**src/dsi_pkg.sv**
```systemverilog
package dsi_pkg;

  localparam int unsigned CharW      = 8;
  localparam int unsigned MagW       = 64;
  localparam int unsigned CountW     = 5;
  localparam int unsigned DigitW     = 4;
  localparam int unsigned MaxDigits  = 20;
  localparam int unsigned QueueDepth = 2;

  localparam logic [CharW-1:0] ChNul   = 8'h00;
  localparam logic [CharW-1:0] ChMinus = 8'h2D;
  localparam logic [CharW-1:0] ChPlus  = 8'h2B;
  localparam logic [CharW-1:0] ChZero  = 8'h30;
  localparam logic [CharW-1:0] ChNine  = 8'h39;

  // Work the front hands to the back for one item
  typedef enum logic [1:0] {
    OP_DIGIT,
    OP_NEG,
    OP_ERR,
    OP_TERM
  } op_kind_e;

  typedef struct packed {
    op_kind_e          kind;
    logic [DigitW-1:0] digit;
  } op_t;

  typedef struct packed {
    logic            valid_res;
    logic [MagW-1:0] value;
  } res_t;

endpackage

```
**src/decimal_string_to_int64.sv**
```systemverilog
// Decimal text to signed 64-bit integer converter.
//
// Input channel: one byte of text per item on char_code_i, taken when push_i
// is high and full_o low. A zero byte ends the string; only that item yields
// a result, all other bytes yield none.
// Result channel: while empty_o is low the oldest result sits on valid_res_o
// and value_o; pop it with pop_i. valid_res_o low means the string was empty,
// held a stray character, had too many digits or left the signed 64-bit
// range; value_o is then zero.
// Throughput: one byte per cycle while full_o is low. Each byte costs one step of the back-end
// accumulator (a times-ten-and-add on 64 bits), which sets the rate.
// Path: a terminator passes from the item queue to the accumulator, which writes
// its result into the result queue; from there it reaches the result ports.
// Stalls: a two-entry item queue parts the classifier from the accumulator
// and a two-entry result queue parts the accumulator from the receiver, so a
// held pop_i only stops input once both queues have filled.
// Reset: asynchronous, active low; both queues empty, the parser back at the
// start of a string with a sign allowed.
module decimal_string_to_int64 import dsi_pkg::*; #(
  parameter int unsigned MAX_DIGITS = MaxDigits
) (
  input  logic             clk_i,
  input  logic             rst_ni,
  input  logic             push_i,
  input  logic [CharW-1:0] char_code_i,
  output logic             full_o,
  input  logic             pop_i,
  output logic             empty_o,
  output logic             valid_res_o,
  output logic [MagW-1:0]  value_o
);

  op_t  fr_op, bk_op;
  logic fr_push, q_full, q_empty, bk_pop;
  logic res_full, res_push;
  res_t bk_res, out_res;

  // Front: classify each byte, track whether a sign is still allowed
  dsi_front u_front (
    .clk_i      (clk_i),
    .rst_ni     (rst_ni),
    .push_i     (push_i),
    .char_code_i(char_code_i),
    .q_full_i   (q_full),
    .q_push_o   (fr_push),
    .op_o       (fr_op)
  );

  // Hold classified items until the accumulator takes them
  dsi_fifo #(
    .Width($bits(op_t)),
    .Depth(QueueDepth)
  ) u_op_q (
    .clk_i  (clk_i),
    .rst_ni (rst_ni),
    .push_i (fr_push),
    .data_i (fr_op),
    .full_o (q_full),
    .pop_i  (bk_pop),
    .data_o (bk_op),
    .empty_o(q_empty)
  );

  assign full_o = q_full;

  // Back: accumulate digits and form the result on the terminator
  dsi_back #(
    .MaxDig(MAX_DIGITS)
  ) u_back (
    .clk_i     (clk_i),
    .rst_ni    (rst_ni),
    .q_empty_i (q_empty),
    .op_i      (bk_op),
    .q_pop_o   (bk_pop),
    .res_full_i(res_full),
    .res_push_o(res_push),
    .res_o     (bk_res)
  );

  // Result queue towards the receiver
  dsi_fifo #(
    .Width($bits(res_t)),
    .Depth(QueueDepth)
  ) u_res_q (
    .clk_i  (clk_i),
    .rst_ni (rst_ni),
    .push_i (res_push),
    .data_i (bk_res),
    .full_o (res_full),
    .pop_i  (pop_i),
    .data_o (out_res),
    .empty_o(empty_o)
  );

  assign valid_res_o = out_res.valid_res;
  assign value_o     = out_res.value;

endmodule

```
**src/dsi_fifo.sv**
```systemverilog
module dsi_fifo #(
  parameter int unsigned Width = 8,
  parameter int unsigned Depth = 2
) (
  input  logic             clk_i,
  input  logic             rst_ni,
  input  logic             push_i,
  input  logic [Width-1:0] data_i,
  output logic             full_o,
  input  logic             pop_i,
  output logic [Width-1:0] data_o,
  output logic             empty_o
);

  localparam int unsigned PtrW = (Depth > 1) ? $clog2(Depth) : 1;
  localparam int unsigned CntW = $clog2(Depth + 1);
  localparam logic [PtrW-1:0] LastPtr = PtrW'(Depth - 1);
  localparam logic [CntW-1:0] FullCnt = CntW'(Depth);

  logic [Width-1:0] mem_q [Depth];
  logic [PtrW-1:0]  wr_ptr_q, rd_ptr_q;
  logic [CntW-1:0]  cnt_q;
  logic             do_push, do_pop;

  assign full_o  = (cnt_q == FullCnt);
  assign empty_o = (cnt_q == '0);
  assign do_push = push_i && !full_o;
  assign do_pop  = pop_i && !empty_o;
  assign data_o  = mem_q[rd_ptr_q];

  always_ff @(posedge clk_i or negedge rst_ni) begin
    if (!rst_ni) begin
      wr_ptr_q <= '0;
      rd_ptr_q <= '0;
      cnt_q    <= '0;
    end else begin
      if (do_push) begin
        wr_ptr_q <= (wr_ptr_q == LastPtr) ? '0 : wr_ptr_q + 1'b1;
      end
      if (do_pop) begin
        rd_ptr_q <= (rd_ptr_q == LastPtr) ? '0 : rd_ptr_q + 1'b1;
      end
      if (do_push && !do_pop) begin
        cnt_q <= cnt_q + 1'b1;
      end else if (do_pop && !do_push) begin
        cnt_q <= cnt_q - 1'b1;
      end
    end
  end

  always_ff @(posedge clk_i) begin
    if (do_push) begin
      mem_q[wr_ptr_q] <= data_i;
    end
  end

endmodule

```
**src/dsi_front.sv**
```systemverilog
module dsi_front import dsi_pkg::*; (
  input  logic             clk_i,
  input  logic             rst_ni,
  input  logic             push_i,
  input  logic [CharW-1:0] char_code_i,
  input  logic             q_full_i,
  output logic             q_push_o,
  output op_t              op_o
);

  logic start_q, start_d;
  logic accept;
  logic dec_char;
  logic [CharW-1:0] rel;

  assign accept   = push_i && !q_full_i;
  assign dec_char = (char_code_i >= ChZero) && (char_code_i <= ChNine);
  assign rel      = char_code_i - ChZero;

  always_comb begin
    op_o.kind  = OP_ERR;
    op_o.digit = rel[DigitW-1:0];
    q_push_o   = accept;
    start_d    = start_q;
    if (accept) begin
      start_d = (char_code_i == ChNul);
    end
    if (char_code_i == ChNul) begin
      op_o.kind = OP_TERM;
    end else if (start_q && char_code_i == ChMinus) begin
      op_o.kind = OP_NEG;
    end else if (start_q && char_code_i == ChPlus) begin
      // a leading plus changes nothing: drop it here
      q_push_o = 1'b0;
    end else if (dec_char) begin
      op_o.kind = OP_DIGIT;
    end
  end

  always_ff @(posedge clk_i or negedge rst_ni) begin
    if (!rst_ni) begin
      start_q <= 1'b1;
    end else begin
      start_q <= start_d;
    end
  end

endmodule

```
**src/dsi_back.sv**
```systemverilog
module dsi_back import dsi_pkg::*; #(
  parameter int unsigned MaxDig = MaxDigits
) (
  input  logic  clk_i,
  input  logic  rst_ni,
  input  logic  q_empty_i,
  input  op_t   op_i,
  output logic  q_pop_o,
  input  logic  res_full_i,
  output logic  res_push_o,
  output res_t  res_o
);

  localparam logic [CountW-1:0] MaxCnt = CountW'(MaxDig);

  logic              neg_q, saw_q, err_q;
  logic [CountW-1:0] cnt_q;
  logic [MagW-1:0]   mag_q;
  logic [MagW+3:0]   next_mag;
  logic              in_range, ok, take;

  // magnitude * 10 + digit, with room to see a wrap
  assign next_mag = {3'b000, mag_q, 1'b0} + {1'b0, mag_q, 3'b000}
                  + {{(MagW){1'b0}}, op_i.digit};

  assign in_range = !mag_q[MagW-1] || (neg_q && mag_q[MagW-2:0] == '0);
  assign ok       = !err_q && (cnt_q != '0 || saw_q) && in_range;

  assign q_pop_o    = !q_empty_i && (op_i.kind != OP_TERM || !res_full_i);
  assign take       = q_pop_o;
  assign res_push_o = take && op_i.kind == OP_TERM;
  assign res_o.valid_res = ok;
  assign res_o.value     = !ok ? '0 : (neg_q ? '0 - mag_q : mag_q);

  always_ff @(posedge clk_i or negedge rst_ni) begin
    if (!rst_ni) begin
      neg_q <= 1'b0;
      saw_q <= 1'b0;
      err_q <= 1'b0;
      cnt_q <= '0;
      mag_q <= '0;
    end else if (take) begin
      case (op_i.kind)
        OP_TERM: begin
          neg_q <= 1'b0;
          saw_q <= 1'b0;
          err_q <= 1'b0;
          cnt_q <= '0;
          mag_q <= '0;
        end
        OP_NEG: begin
          neg_q <= 1'b1;
        end
        OP_DIGIT: begin
          if (op_i.digit == '0 && cnt_q == '0) begin
            saw_q <= 1'b1;
          end else if (cnt_q >= MaxCnt || next_mag[MagW+3:MagW] != '0) begin
            err_q <= 1'b1;
          end else begin
            mag_q <= next_mag[MagW-1:0];
            cnt_q <= cnt_q + 1'b1;
          end
        end
        default: begin
          err_q <= 1'b1;
        end
      endcase
    end
  end

endmodule

```
**config.mk**
```make
export PLATFORM = sky130hd
export DESIGN_NAME = decimal_string_to_int64
export DESIGN_NICKNAME = d
export VERILOG_FILES = /design/src/dsi_pkg.sv /design/src/decimal_string_to_int64.sv /design/src/dsi_fifo.sv /design/src/dsi_front.sv /design/src/dsi_back.sv
export SDC_FILE = /design/constraint.sdc
export NUM_CORES = 1
export LEC_CHECK = 0
export BUFFER_PORTS_ARGS = -buffer_cell sky130_fd_sc_hd__buf_2
export CAP_MARGIN = 5
export CORE_UTILIZATION = 60
export DETAILED_ROUTE_END_ITERATION = 6
export HOLD_SLACK_MARGIN = 0.15
export PLACE_DENSITY = 0.78
export REMOVE_ABC_BUFFERS = 1
export SYNTH_ARGS = -nofsm -noshare
export SYNTH_HDL_FRONTEND = slang
export SYNTH_SLANG_ARGS = --single-unit
```
**constraint.sdc**
```tcl
create_clock -name clk_i -period 5.8 [get_ports clk_i]
set_input_delay 0.58 -clock clk_i [delete_from_list [all_inputs] [get_ports clk_i]]
set_output_delay 0.58 -clock clk_i [all_outputs]
set_load 0.03 [all_outputs]
```
==> metrics.md, run 1 <==
| Metric | Value |
|---|---|
| Outcome | complete, no violations |
| Startpoint Class | register |
| Post-synthesis cell count | 1377 |
| CP max-delay cell | or4b_1 |
| EDFF count, synth | 142 |
| Residual DRC | 0 |
| Crit-path max FO | 64 |
| CTS tree | yes |
| Vias post-DR | 10800 |
| Chain of cells forming the critical path | or4_1, or4b_1, or4b_4, or4_1, or3_4, or4_4, or3_4, or2_4, o21ai_2, nand2_4, buf_12, nor2_1 |
| Post-cts sizing count | 0 |
| Largest net degree at the start of global routing | 82 |
| Syn-to-layout area delta | 9.77% |
| RD Place Congestion | 0.922 |
| CTS hold repair buffers | 0 |
| Worst-Margin Slew | 1.07 ns |
| CP max stage delay | 0.61 ns |
| DRT Pass-1 Iters | 6 |
| Final worst-path cycle share | 0.903 |
| Share of layout cells above drive strength 1 | 0.152 |
| Chip Height | 158 µm |
| IO Port Bufs | 78 |
| Vias in the first global route | 10600 |
| DR iter-0 viols | 710 |
| RSZ-0062 raised after global routing | false |
| VDD IR max | 523 µV |
| Fmax | 0.191 GHz |
| Clk buf depth | 3 |
| GR Overflow Total | 0 |
| Hold_ws | 0.252 ns |
| Most common cell after layout, fill and taps aside | edfxtp_1 |
| Worst path arrival time | 5.59 ns |
| Final Slew Violations | 0 |
| PwrDens | 425 mW/mm² |
| Setup repair bufs after CTS | 0 |
| Ys async rst share | 0.363 |
| Avg WL per Cell | 17.8 µm |
| WL met1 | 14200 µm |
| Clk root buf | clkbuf_16 |
| Number of antenna diodes | 0 |
| Unique masters post-synth | 71 |
| Total track usage | 0.258 |
| First-pass GRT wire length | 51900 µm |
| Die Width | 158 µm |
| Core area | 0.0236 mm² |
| CTS Buf Count | 23 |
| Final Hold Fails | 0 |
| Commonest non-fill, non-tap cells in the layout | edfxtp_1, ha_1, nor2_1 |
| Max Cap Viol | 0 |
| Core Rows | 56 |
| Met3 WL | 1790 µm |
| IO Pins | 79 |
| Fin Clk Skew | 0.0172 ns |
| Yosys warns | 0 |
| Vias per cell | 6.12 |
| Post-Route WL | 31300 µm |
| Antenna violations before repair | 0 |
| Fin crit period | 5.24 ns |
| Area after detailed placement | 0.0152 mm² |
| Worst-path clk slew | 0.07 ns |
| Area of the mapped netlist | 0.0146 mm² |
| Synth Flop Type | edfxtp_1 |
| Crit. End Element | register |
| H-tree Lvls | 1 |
| Met2 Routed Length | 14700 µm |
| Die area | 0.0249 mm² |
| Dpl hpwl | 22500 µm |
| # nets final | 1576 |
| CTS sink cnt | 223 |
| Leakage | 0.00710 µW |
| Mean Syn Cell Area | 10.6 µm² |
| Worst slew margin | 0.287 |
| Initial core utilization | 0.616 |
| Worst-Skew Late Latency | 0.52 ns |
| Routed Antenna Nets | 0 |
| Hold Path Class | input pin to async pin |
| Fin area | 0.0160 mm² |
| Number of synthesized register bits | 223 |
| Final Setup Violations | 0 |
| Top routing layer used | met4 |
| Sequential area share after synthesis | 0.432 |
| Crit Path Category | register to register |
| CP required | 6.15 ns |
[cell usage after synthesis, types with 8 or more instances]
cell	count	area share
edfxtp_1	142	0.29
ha_1	135	0.12
nor2_1	122	0.031
a21oi_1	92	0.032
nand2_1	89	0.023
xor2_1	83	0.050
dfrtp_1	80	0.14
o21ai_0	69	0.024
mux2_2	68	0.053
a22o_1	63	0.038
clkbuf_1	58	0.015
xnor2_1	49	0.029
inv_1	34	0.0088
nand4_1	23	0.0099
o31ai_1	21	0.011
nand3_1	17	0.0058
nor3_1	17	0.0058
a21o_1	16	0.0083
or4_1	16	0.0083
nand2b_1	12	0.0052
o21bai_1	11	0.0057
and3_1	10	0.0043
o211ai_1	10	0.0052
o41ai_1	10	0.0060
or3_1	10	0.0043
mux2i_1	8	0.0055
nor2b_1	8	0.0034
nor4_1	8	0.0034
or2_2	8	0.0034
[metal layers]
layer  vias up  GRT usage
met5         -          0
met4         0     0.0707
met3        63     0.0397
met2       276      0.426
met1      5191      0.352
li1       5254          -
[cell families after synthesis]
logic type / after synthesis / share of synthesized area
AO/OA/AOI/OAI: 346 / 0.160
AND/OR/NAND/NOR: 364 / 0.123
adder cells (fa/ha/maj): 137 / 0.119
buffers and inverters: 99 / 0.0287
multiplexers: 76 / 0.0581
XOR/XNOR: 132 / 0.0794
flip-flops: 223 / 0.432
[where the power goes]
part	total, µW	switching (µW)	internal, µW
Clock	1540	606	933
Sequential	2270	199	2070
Combinational	2980	1930	1050
Total	6780	2730	4050
[per-stage QoR]
stage          utilization  cells  power, µW  setup TNS [ns]  setup WS (ns)
3_3_place_gp         0.643   1721       5190               0          0.696
5_1_grt              0.677   1762       7150               0          0.368
6_report             0.677   1762       6780               0          0.561
3_5_place_dp         0.643   1721       5250               0          0.582
4_1_cts              0.677   1762       6800               0          0.547
2_1_floorplan            -   1312       4380         -110.58          -1.80
[state kept, by name (all words and copies together), names as in the netlist, 2 cells and up]
name	flops
u_res_q.mem_q	130
u_back.mag_q	64
u_back.cnt_q	5
u_op_q.cnt_q	2
u_res_q.cnt_q	2
u_op_q.mem_q	12
[layout make-up]
cell class              instances  area [µm²]
clock buffers                  31         626
clock inverters                10         155
fillers                      1851        7640
inverters                      34         128
multi-input cells            1055        7860
flip-flops and latches        223        6290
well taps                     319         399
repair buffers                 90         508
[critical path: cells and delay by family, from the launching register on]
kind	cells	cell delay (ns)
and+or+nand+nor	10	4.19
DFF	1	0.47
buffers and inverters	1	0.21
AOI/OAI and AO/OA	1	0.16
[worst paths after layout]
check,end,slack (ns),start,cells past startpoint
max in group asynchronous,u_res_q.rd_ptr_q,4.81,rst_ni,1
min in group clk_i,u_op_q.mem_q[0][0],0.29,char_code_i[0],1
max,u_res_q.mem_q[0][39],0.56,u_back.mag_q[6],12
max reg2reg,u_res_q.mem_q[0][39],0.56,u_back.mag_q[6],12
min reg2reg,u_op_q.wr_ptr_q,0.49,u_op_q.wr_ptr_q,1
min,u_back.mag_q[4],0.25,rst_ni,1
Power figures use the tool's default switching activity.
==> run 2, diff against run 1 <==
Settings changed: BUFFER_PORTS_ARGS -buffer_cell sky130_fd_sc_hd__buf_2 to -buffer_cell sky130_fd_sc_hd__clkbuf_2.
Clock period 5.8 ns to 5.9 ns, I/O delays scaled along.
==> run 2 against run 1 <==
  * Critical path depth did not move
  * Final area shrank 0.38%
  * Sequential share of layout area up 0.15 points
  * Sequential power down 5%
  * Clock power fell by 8%
  * Highest routed layer unchanged
  * Flip-flop and latch count is the same
  * Non-clock buffer count shrank 2
  * Cell count fell by 0.11%
==> metrics.md, run 2 (synthesis gave the netlist of run 1 again) <==
| Metric | Value |
|---|---|
| Commonest non-fill, non-tap cells in the layout | edfxtp_1, ha_1, nor2_1 (unchanged) |
| Worst slew margin | 0.244 (was 0.287) |
| VDD IR max | 571 µV (was 523 µV) |
| Total track usage | 0.259 (was 0.258) |
| Layout Cells excl Fill | 1760 (was 1762) |
| Share of power burned in registers | 0.329 (was 0.334) |
| Die area | 0.0249 mm² (unchanged) |
| Final Slew Violations | 0 (unchanged) |
| Fmax | 0.187 GHz (was 0.191 GHz) |
| Max reg flops | 130 (unchanged) |
| Clock share of power | 0.214 (was 0.227) |
| Sw frac | 0.406 (was 0.403) |
| Vias per cell | 6.14 (was 6.12) |
| Final Power | 6570 µW (was 6780 µW) |
| H-tree Lvls | 1 (unchanged) |
| Final worst-path cycle share | 0.906 (was 0.903) |
| Vias in the first global route | 10600 (about the same) |
| Core area | 0.0236 mm² (unchanged) |
| CTS Buf Count | 23 (unchanged) |
| Final worst slack | 0.553 ns (was 0.561 ns) |
| Worst path arrival time | 5.68 ns (was 5.59 ns) |
| Top flop regs | u_res_q.mem_q x130, u_back.mag_q x64, u_op_q.mem_q x12 (unchanged) |
| Setup repair bufs after CTS | 0 (unchanged) |
| Net Sw Power | 2670 µW (was 2730 µW) |
| PwrDens | 413 mW/mm² (was 425 mW/mm²) |
| Most flop-heavy register | u_res_q.mem_q (unchanged) |
| # nets final | 1574 (was 1576) |
| Antenna violations before repair | 0 (unchanged) |
| Chip Height | 158 µm (unchanged) |
| DR iter-0 viols | 630 (was 710) |
| Crit-path max FO | 64 (unchanged) |
| Fin crit period | 5.35 ns (was 5.24 ns) |
| Pre-CTS WS | 0.658 ns (was 0.582 ns) |
| Post-Route WL | 31500 µm (was 31300 µm) |
| Layout fillers | 1819 (was 1851) |
| Worst-Skew Late Latency | 0.50 ns (was 0.52 ns) |
| Hold Path Class | input pin to async pin (unchanged) |
| Final Hold Fails | 0 (unchanged) |
| Number of antenna diodes | 0 (unchanged) |
| CP required | 6.24 ns (was 6.15 ns) |
| # placed instances | 1719 (was 1721) |
| Crit Path Category | register to register (unchanged) |
| Core Rows | 56 (unchanged) |
| Internal | 3900 µW (was 4050 µW) |
| Clk buf depth | 3 (unchanged) |
| Avg WL per Cell | 17.9 µm (was 17.8 µm) |
| Syn-to-layout area delta | 9.35% (was 9.77%) |
| Largest net degree at the start of global routing | 82 (unchanged) |
| Combinational share of power | 0.457 (was 0.439) |
| Final Setup Violations | 0 (unchanged) |
| Max Cap Viol | 0 (unchanged) |
| CTS hold repair buffers | 0 (unchanged) |
| Fin area | 0.0159 mm² (was 0.0160 mm²) |
| Area after detailed placement | 0.0152 mm² (about the same) |
| Reg-to-reg slack, setup | 0.55 ns (was 0.56 ns) |
| Vias post-DR | 10800 (about the same) |
| GR Overflow Total | 0 (unchanged) |
| Routed Antenna Nets | 0 (unchanged) |
| Worst-Margin Slew | 1.13 ns (was 1.07 ns) |
| First-pass GRT wire length | 51700 µm (was 51900 µm) |
| Worst-path clk slew | 0.06 ns (was 0.07 ns) |
| CTS tree | yes (unchanged) |
| Final core utilization | 0.674 (was 0.677) |
| Crit. End Element | register (unchanged) |
| IO Pins | 79 (unchanged) |
| RSZ-0062 raised after global routing | false (unchanged) |
| CTS sink cnt | 223 (unchanged) |
| Die Width | 158 µm (unchanged) |
| Leakage | 0.00708 µW (was 0.00710 µW) |
| Most common cell after layout, fill and taps aside | edfxtp_1 (unchanged) |
| Initial core utilization | 0.616 (unchanged) |
| Post-cts sizing count | 0 (unchanged) |
| RD Place Congestion | 0.912 (was 0.922) |
| Fin Clk Skew | 0.00893 ns (was 0.0172 ns) |
| Share of layout cells above drive strength 1 | 0.147 (was 0.152) |
| IO Port Bufs | 78 (unchanged) |
| Outcome | complete, no violations (unchanged) |
| Residual DRC | 0 (unchanged) |
| Clk root buf | clkbuf_16 (unchanged) |
| DRT Pass-1 Iters | 5 (was 6) |
| Dpl hpwl | 22300 µm (was 22500 µm) |
| Startpoint Class | register (unchanged) |
## run 2: final timing paths
check                            startpoint                   to  cells after the start
max in group asynchronous            rst_ni         u_back.neg_q                      1
setup reg to reg            u_back.mag_q[6]  u_res_q.mem_q[1][4]                     12
setup / recovery            u_back.mag_q[6]  u_res_q.mem_q[1][4]                     12
hold reg to reg            u_res_q.rd_ptr_q     u_res_q.rd_ptr_q                      1
hold / removal                       rst_ni      u_op_q.wr_ptr_q                      1
min in group clk_i           char_code_i[0]   u_op_q.mem_q[0][0]                      1
## run 2: final cells by class
class | instances | area (µm²) | area share
multi-input combinational | 1055 | 7860 | 0.494
sequential | 223 | 6290 | 0.396
clock buffer | 32 | 629 | 0.0396
timing repair buffer | 88 | 505 | 0.0318
tap | 319 | 399 | 0.0251
inverter | 34 | 128 | 0.00802
clock inverter | 9 | 92.6 | 0.00582
## run 2: per-stage QoR
| step | hold WS (ns) | TNS (ns) |
|---|---|---|
| 4_1_cts | 0.298 | 0 |
| 5_1_grt | 0.307 | 0 |
| 2_1_floorplan | 0.294 | -104.08 |
| 6_report | 0.271 | 0 |
| 3_3_place_gp | 0.456 | 0 |
| 3_5_place_dp | 0.461 | 0 |
## run 2: metal layers
metal  GRT usage  share of wire
met5           0              0
met4      0.0786          0.027
met3      0.0364          0.052
met2       0.432           0.47
met1       0.349           0.45
## run 2: critical path, cell delays in order, from the launching register on
cell and delay, ns:
dfrtp_1 0.46, or4_1 0.58, or4b_1 0.62, or4b_4 0.58
or4_1 0.58, or3_4 0.40, or4_4 0.57, or3_4 0.41
or2_4 0.25, o21ai_2 0.16, nand2_4 0.07, buf_12 0.19
nor2_1 0.22
## run 2: power groups by stage
stage	Combinational (µW)	Sequential, µW	Clock [µW]
5_1_grt	3250	2190	1490
2_1_floorplan	2040	2260	0
3_3_place_gp	2940	2170	0
4_1_cts	3020	2160	1420
6_report	3000	2160	1410
3_5_place_dp	2990	2190	0
